### src/design/otls_pkg.sv
// shared types and constants for the ordered tile list store
`default_nettype none

package otls_pkg;

    localparam int DEPTH       = 8;
    localparam int IDX_W       = (DEPTH > 1) ? $clog2(DEPTH) : 1;
    localparam int CNT_W       = $clog2(DEPTH + 1);
    localparam int COUNT_OUT_W = 4;
    localparam int S_DATA_W    = 24;
    localparam int M_DATA_W    = 16;

    typedef enum logic [1:0] {
        OP_APPEND      = 2'd0,
        OP_REMOVE_LAST = 2'd1,
        OP_REMOVE_KEY  = 2'd2,
        OP_FIND        = 2'd3
    } t_op;

    typedef enum logic [1:0] {
        ST_OK        = 2'd0,
        ST_EMPTY     = 2'd1,
        ST_NOT_FOUND = 2'd2,
        ST_FULL      = 2'd3
    } t_status;

    typedef enum logic [2:0] {
        S_IDLE,
        S_EXEC,
        S_RD,
        S_CMP,
        S_SH_RD,
        S_SH_WR,
        S_DONE
    } t_state;

    typedef struct packed {
        logic [7:0] letter;
        logic [7:0] score;
    } t_entry;

    // result word, listed from the top bit down
    typedef struct packed {
        logic [COUNT_OUT_W-1:0] count_out;
        t_status                status;
        logic [7:0]             score_out;
        logic                   found;
    } t_result;

endpackage

`default_nettype wire

### src/design/ordered_tile_list_store_top.sv
// Ordered tile list store: insertion-ordered list of letter/score entries
// held in a small memory and walked by one compare unit under a sequencer.
// One word is taken at a time. Append and remove-last pass from acceptance
// through the execute and done states to the result register. Find and
// remove-key read each entry through the registered memory read port, in a
// read state followed by a compare state, and stop at the first match or
// the list end; remove-key then moves each later entry down to close the
// gap, with a shift-read and a shift-write state per entry. The done state
// waits until the result register is free, and the block returns to idle
// before the next word is taken. The result sits in an output register, so
// the next word is accepted while a result still waits to be taken.
`default_nettype none

module ordered_tile_list_store_top
    import otls_pkg::*;
(
    input  wire                 i_clk,
    input  wire                 i_rst_n,
    input  wire                 i_s_axis_tvalid,
    output logic                o_s_axis_tready,
    // op [1:0], tile_letter [9:2], tile_score [17:10], zero [23:18]
    input  wire  [S_DATA_W-1:0] i_s_axis_tdata,
    output logic                o_m_axis_tvalid,
    input  wire                 i_m_axis_tready,
    // found [0], score_out [8:1], status [10:9], count_out [14:11], zero [15]
    output logic [M_DATA_W-1:0] o_m_axis_tdata
);

    t_entry           r_mem [DEPTH];
    t_entry           r_rdata;

    t_state           r_state, n_state;
    t_op              r_op;
    logic [7:0]       r_key, r_score;
    logic [CNT_W-1:0] r_cnt, n_cnt;
    logic [CNT_W-1:0] r_idx, n_idx;
    logic             r_found, n_found;
    logic [7:0]       r_score_out, n_score_out;
    t_status          r_status, n_status;
    logic             r_m_valid;
    t_result          r_m_data;

    logic             mem_we;
    logic [IDX_W-1:0] mem_waddr;
    t_entry           mem_wdata;
    logic [IDX_W-1:0] mem_raddr;

    logic             in_acc;
    logic             out_free;
    logic             is_match;
    logic             last_cmp;
    logic             last_shift;
    logic [CNT_W:0]   idx_p1;
    logic [CNT_W:0]   idx_p2;
    logic [CNT_W:0]   cnt_ext;

    assign in_acc   = i_s_axis_tvalid && o_s_axis_tready;
    assign out_free = !r_m_valid || i_m_axis_tready;
    assign is_match = (r_rdata.letter == r_key);
    assign idx_p1   = {1'b0, r_idx} + (CNT_W+1)'(1);
    assign idx_p2   = {1'b0, r_idx} + (CNT_W+1)'(2);
    assign cnt_ext  = {1'b0, r_cnt};
    assign last_cmp   = (idx_p1 >= cnt_ext);
    assign last_shift = (idx_p2 >= cnt_ext);

    assign o_s_axis_tready = (r_state == S_IDLE);
    assign o_m_axis_tvalid = r_m_valid;
    assign o_m_axis_tdata  = {{(M_DATA_W-$bits(t_result)){1'b0}}, r_m_data};

    // entry memory, registered read
    always_ff @(posedge i_clk) begin
        if (mem_we) begin
            r_mem[mem_waddr] <= mem_wdata;
        end
        r_rdata <= r_mem[mem_raddr];
    end

    // next state
    always_comb begin
        n_state = r_state;
        unique case (r_state)
            S_IDLE: begin
                if (in_acc) n_state = S_EXEC;
            end
            S_EXEC: begin
                unique case (r_op)
                    OP_APPEND, OP_REMOVE_LAST: n_state = S_DONE;
                    OP_REMOVE_KEY, OP_FIND: begin
                        n_state = (r_cnt == '0) ? S_DONE : S_RD;
                    end
                    default: n_state = S_DONE;
                endcase
            end
            S_RD: n_state = S_CMP;
            S_CMP: begin
                priority if (is_match) begin
                    if (r_op == OP_REMOVE_KEY && !last_cmp) begin
                        n_state = S_SH_RD;
                    end else begin
                        n_state = S_DONE;
                    end
                end else if (last_cmp) begin
                    n_state = S_DONE;
                end else begin
                    n_state = S_RD;
                end
            end
            S_SH_RD: n_state = S_SH_WR;
            S_SH_WR: n_state = last_shift ? S_DONE : S_SH_RD;
            S_DONE: begin
                if (out_free) n_state = S_IDLE;
            end
            default: n_state = S_IDLE;
        endcase
    end

    // datapath and memory control
    always_comb begin
        n_cnt       = r_cnt;
        n_idx       = r_idx;
        n_found     = r_found;
        n_score_out = r_score_out;
        n_status    = r_status;
        mem_we      = 1'b0;
        mem_waddr   = r_cnt[IDX_W-1:0];
        mem_wdata   = '{letter: r_key, score: r_score};
        mem_raddr   = r_idx[IDX_W-1:0];
        unique case (r_state)
            S_IDLE: begin
                n_found     = 1'b0;
                n_score_out = '0;
                n_status    = ST_OK;
                n_idx       = '0;
            end
            S_EXEC: begin
                unique case (r_op)
                    OP_APPEND: begin
                        if (r_cnt == CNT_W'(DEPTH)) begin
                            n_status = ST_FULL;
                        end else begin
                            mem_we = 1'b1;
                            n_cnt  = r_cnt + CNT_W'(1);
                        end
                    end
                    OP_REMOVE_LAST: begin
                        if (r_cnt == '0) n_status = ST_EMPTY;
                        else             n_cnt    = r_cnt - CNT_W'(1);
                    end
                    OP_REMOVE_KEY, OP_FIND: begin
                        if (r_cnt == '0) n_status = ST_EMPTY;
                    end
                    default: ;
                endcase
            end
            S_RD: ;
            S_CMP: begin
                priority if (is_match) begin
                    n_found = 1'b1;
                    if (r_op == OP_FIND) begin
                        n_score_out = r_rdata.score;
                    end else if (last_cmp) begin
                        n_cnt = r_cnt - CNT_W'(1);
                    end
                end else if (last_cmp) begin
                    n_status = ST_NOT_FOUND;
                end else begin
                    n_idx = r_idx + CNT_W'(1);
                end
            end
            S_SH_RD: begin
                mem_raddr = idx_p1[IDX_W-1:0];
            end
            S_SH_WR: begin
                // move the later entry down one place
                mem_we    = 1'b1;
                mem_waddr = r_idx[IDX_W-1:0];
                mem_wdata = r_rdata;
                n_idx     = r_idx + CNT_W'(1);
                if (last_shift) n_cnt = r_cnt - CNT_W'(1);
            end
            S_DONE: ;
            default: ;
        endcase
    end

    always_ff @(posedge i_clk) begin
        if (!i_rst_n) begin
            r_state   <= S_IDLE;
            r_cnt     <= '0;
            r_m_valid <= 1'b0;
        end else begin
            r_state <= n_state;
            r_cnt   <= n_cnt;
            if (r_state == S_DONE && out_free) begin
                r_m_valid <= 1'b1;
            end else if (i_m_axis_tready) begin
                r_m_valid <= 1'b0;
            end
        end
    end

    always_ff @(posedge i_clk) begin
        r_idx       <= n_idx;
        r_found     <= n_found;
        r_score_out <= n_score_out;
        r_status    <= n_status;
        if (in_acc) begin
            r_op    <= t_op'(i_s_axis_tdata[1:0]);
            r_key   <= i_s_axis_tdata[9:2];
            r_score <= i_s_axis_tdata[17:10];
        end
        if (r_state == S_DONE && out_free) begin
            r_m_data <= '{count_out: COUNT_OUT_W'(r_cnt), status: r_status,
                          score_out: r_score_out, found: r_found};
        end
    end

    a_cnt_bound: assert property (@(posedge i_clk) disable iff (!i_rst_n)
        r_cnt <= CNT_W'(DEPTH))
        else $error("entry count above depth");

    a_walk_in_range: assert property (@(posedge i_clk) disable iff (!i_rst_n)
        (r_state == S_CMP || r_state == S_SH_WR) |-> (r_idx < r_cnt))
        else $error("walk index past list end");

    a_found_ok: assert property (@(posedge i_clk) disable iff (!i_rst_n)
        (r_m_valid && r_m_data.found) |-> (r_m_data.status == ST_OK))
        else $error("found flag with error status");

    a_empty_zero: assert property (@(posedge i_clk) disable iff (!i_rst_n)
        (r_m_valid && r_m_data.status == ST_EMPTY) |-> (r_m_data.count_out == '0))
        else $error("empty status with entries present");

    a_accept_exec: assert property (@(posedge i_clk) disable iff (!i_rst_n)
        in_acc |=> (r_state == S_EXEC))
        else $error("accepted word not executed");

endmodule

`default_nettype wire
### config.mk
export PLATFORM = sky130hd
export DESIGN_NAME = ordered_tile_list_store_top
export DESIGN_NICKNAME = d
export VERILOG_FILES = /design/src/design/otls_pkg.sv /design/src/design/ordered_tile_list_store_top.sv
export SDC_FILE = /design/constraint.sdc
export NUM_CORES = 1
export LEC_CHECK = 0
export ABC_AREA = 0
export BUFFER_PORTS_ARGS = -buffer_cell sky130_fd_sc_hd__buf_2
export CORE_ASPECT_RATIO = 1.25
export CORE_MARGIN = 5
export CORE_UTILIZATION = 35
export CTS_BUF_LIST = sky130_fd_sc_hd__clkbuf_4
export CTS_CLUSTER_SIZE = 12
export DETAILED_ROUTE_END_ITERATION = 10
export PLACE_DENSITY = 0.51
export SYNTH_ARGS = -nofsm -noshare
export SYNTH_HDL_FRONTEND = slang
export SYNTH_SLANG_ARGS = --single-unit
### constraint.sdc
create_clock -name i_clk -period 3.4 [get_ports i_clk]
set_input_delay 0.34 -clock i_clk [delete_from_list [all_inputs] [get_ports i_clk]]
set_output_delay 0.34 -clock i_clk [all_outputs]
set_load 0.02 [all_outputs]
==> key figures <==
Timing
  – Slew @ Worst Pin: a little under 0.7 ns
  – Pins over their slew limit: 0
  – Final period util: approximately 87%
  – Clock Skew: between 0.02 and 0.025 ns
  – RSZ-0062 raised after global routing: no
  – Hold Vio Cnt, Final: 0
  – Final min period: between 2 and 3 ns
  – Setup_tns: 0 ns
  – Slew margin rel.: between 50% and 60%
  – Final setup viols: 0
  – Peak Freq: 339 MHz

CTS
  – Clock transition at the registers of the reported paths: 0.15 ns
  – Clock Path Buffers: 2
  – CTS tree: yes
  – CTS H-tree lvls: 4
  – Clock Sinks: 200
  – Worst-Skew Late Latency: between 0.5 and 0.6 ns
  – Root buf cell: clkbuf_4
  – Post-CTS resize count: 0
  – CTS Buf Count: 17

Synthesis
  – Post-synth ARST share: 0%
  – Syn_nets: 478
  – Avg Cell Area, Syn: 18.4 sq um
  – Synth Cell Area: around 8000 sq um
  – Yosys top cell area share: 65.7%
  – Most area-consuming cells after synthesis: edfxtp_1 (66%), mux4_2 (9.0%), dfxtp_1 (6.0%)
  – Synth area leader: edfxtp_1
  – Post-synth EDFFs: 176
  – Cells after Synth: 438
  – Distinct cell type count after synthesis: between 40 and 50
  – Register area share after synthesis: between 70% and 80%
  – Register bit total from synthesis: 200
  – Ys Warns: 0
  – Main synth FF type: edfxtp_1

Worst setup path
  – CP Class: register to register
  – CP Launch Type: register
  – Crit path required time: 3.62 ns
  – Arr. time, crit path: 3.17 ns
  – Worst path cell trace: ha_1, ha_1, a211oi_1, o21a_1, and3_1, o21ai_0, a21boi_0
  – Crit path top cell by count: ha_1
  – Worst reg2reg path depth: 7
  – Critical path's slowest cell: edfxtp_1
  – Critical-path maximum fanout: 8
  – Slowest stage delay, CP: 0.57 ns
  – Critical Path Sink Type: register

Floorplanning
  – Die width: 146 microns
  – Die height: 180 microns
  – Cell Rows: 62
  – Starting Density: between 30% and 40%
  – Die area: about 26000 sq um
  – I/O pin count: 46
  – Core area: 22800 sq um

Hold path
  – Hold Path Class: primary input to register
  – Worst hold path cell count: 2

Finish
  – Net count, final: 550
  – Most common cell after layout, fill and taps aside: edfxtp_1
  – Layout area overhead: 13.3%
  – Share of layout cells above drive strength 1: 30.0%
  – Most frequent cells in the layout: edfxtp_1 (176), buf_2 (38), mux2_2 (32), mux4_2 (32), dfxtp_1 (24)

Routing
  – DRT iter0 DRCs: 203
  – DR pass1 iterations: 4
  – Routed Antenna Nets: 0
  – Vias/cell: between 4 and 5
  – DR DRC count: 0
  – Drt total wl: approximately 15000 microns
  – Post-DR wirelength/cell: ~19 microns
  – Vias: 4006

Power
  – Sequential share of power: about half
  – Net switching power: 2250 uW
  – Cell internal pwr: 4820 uW
  – Max VDD drop: 0.435 mV
  – P_leak: between 0.003 and 0.004 uW
  – Clock power share: between 10% and 20%
  – Combinational share of power: 33.6%
  – Design Power: 7070 uW
  – PD cells: between 700 and 800 nW/um^2
  – Sw frac: 31.9%

Job
  – Maxcap violations: 0

GRT
  – Largest net degree at the start of global routing: 33
  – Vias in the first global route: 4277
  – Initial antenna violation count: 1
  – Total track usage: 11.9%
  – First-pass GRT wire length: around 24000 microns
  – Congestion Overflow GR: 0

Placed design
  – Port bufs: 38
  – Routability cong.: 0.761
  – Detailed Place HPWL: 9320 microns

Run status
  – Status: complete, no violations
cells in the mapped netlist (all sizes together), types with 2 or more instances:
cell / number
xor2: 14
mux2: 32
a31oi: 7
edfxtp: 176
xnor2: 4
o22a: 2
nor3b: 2
a21boi: 4
ha: 12
a2111oi: 2
nor3: 5
mux2i: 4
o21a: 3
dfxtp: 24
mux4: 32
nand2b: 2
nor2b: 6
buf: 13
nor4: 2
o21ai: 9
a21oi: 7
and3: 3
inv: 12
and2: 11
nand3: 5
nand2: 13
nor2: 16
clkbuf: 5
logic make-up after synthesis:
family / Yosys count / synth area share (%)
AOI/OAI and AO/OA: 41 / 3.69
xor gates and xnor gates: 18 / 2.05
adders and majority gates: 12 / 1.87
buffers and inverters: 30 / 1.96
DFF: 200 / 71.7
muxes: 68 / 13.9
other: 1 / 0.0466
and+or+nand+nor: 68 / 4.80
metal layers:
metal | GRT usage (%) | vias to the layer above | wire (microns)
met5 | 0 | - | 0
met1 | 14.8 | 2032 | 6660
met2 | 20.2 | 90 | 7640
met3 | 3.17 | 19 | 531
met4 | 3.88 | 0 | 219
li1 | - | 1865 | -
path summary, 6_finish.rpt:
kind	startpoint	end	slack, ns
setup reg to reg	r_idx[1]	r_idx[1]	0.45
hold reg to reg	r_status[1]	o_m_axis_tdata[10]	0.44
hold / removal	i_rst_n	r_cnt[3]	0.07
setup / recovery	r_idx[1]	r_idx[1]	0.45
per-stage QoR:
step                      area, sq um  instances  hold slack [ns]  setup WS, ns  utilization [%]
after CTS                        9110        811           0.0179         0.448             39.9
after floorplan                  8050        438            0.400         0.945                -
after global routing             9110        812           0.0261         0.268             40.0
after global placement           8650        761            0.402         0.586             37.9
after detailed placement         8650        761            0.406         0.480             37.9
final                            9110        812           0.0686         0.453             40.0
area by class of cell:
class | instances | area (sq um)
clock buffer | 18 | 135
multi-input combinational | 208 | 2150
tap | 288 | 360
clock inverter | 14 | 145
inverter | 12 | 45.0
sequential | 200 | 5770
antenna | 1 | 2.50
fill | 2081 | 13700
timing repair buffer | 71 | 508
flip-flops by register name, summed over array words and instances (netlist names), 2 cells and up:
name	cells
r_mem	128
r_rdata	16
o_m_axis_tdata	15
r_key	8
r_score	8
r_score_out	8
r_cnt	4
r_idx	4
r_state	3
r_op	2
r_status	2
repair_timing:
| action | CTS | global route |
|---|---|---|
| hold endpoints to repair | 18 | 0 |
| setup buffers | 0 | 0 |
| hold buffers | 18 | 0 |
power groups by stage:
stage	clock network (uW)	logic, uW	registers [uW]
6_report	1220	2370	3480
5_1_grt	1370	2630	3520
4_1_cts	1270	2450	3480
3_5_place_dp	0	2420	3530
3_3_place_gp	0	2380	3520
2_1_floorplan	0	1910	3410
critical path: cells and delay by family, from the launching register on:
family          cells  cell delay (ns)
simple gates        1             0.18
compound gates      4             1.16
fa+ha+maj           2             0.70
flops               1             0.57
(Power assumes the default switching activity.)
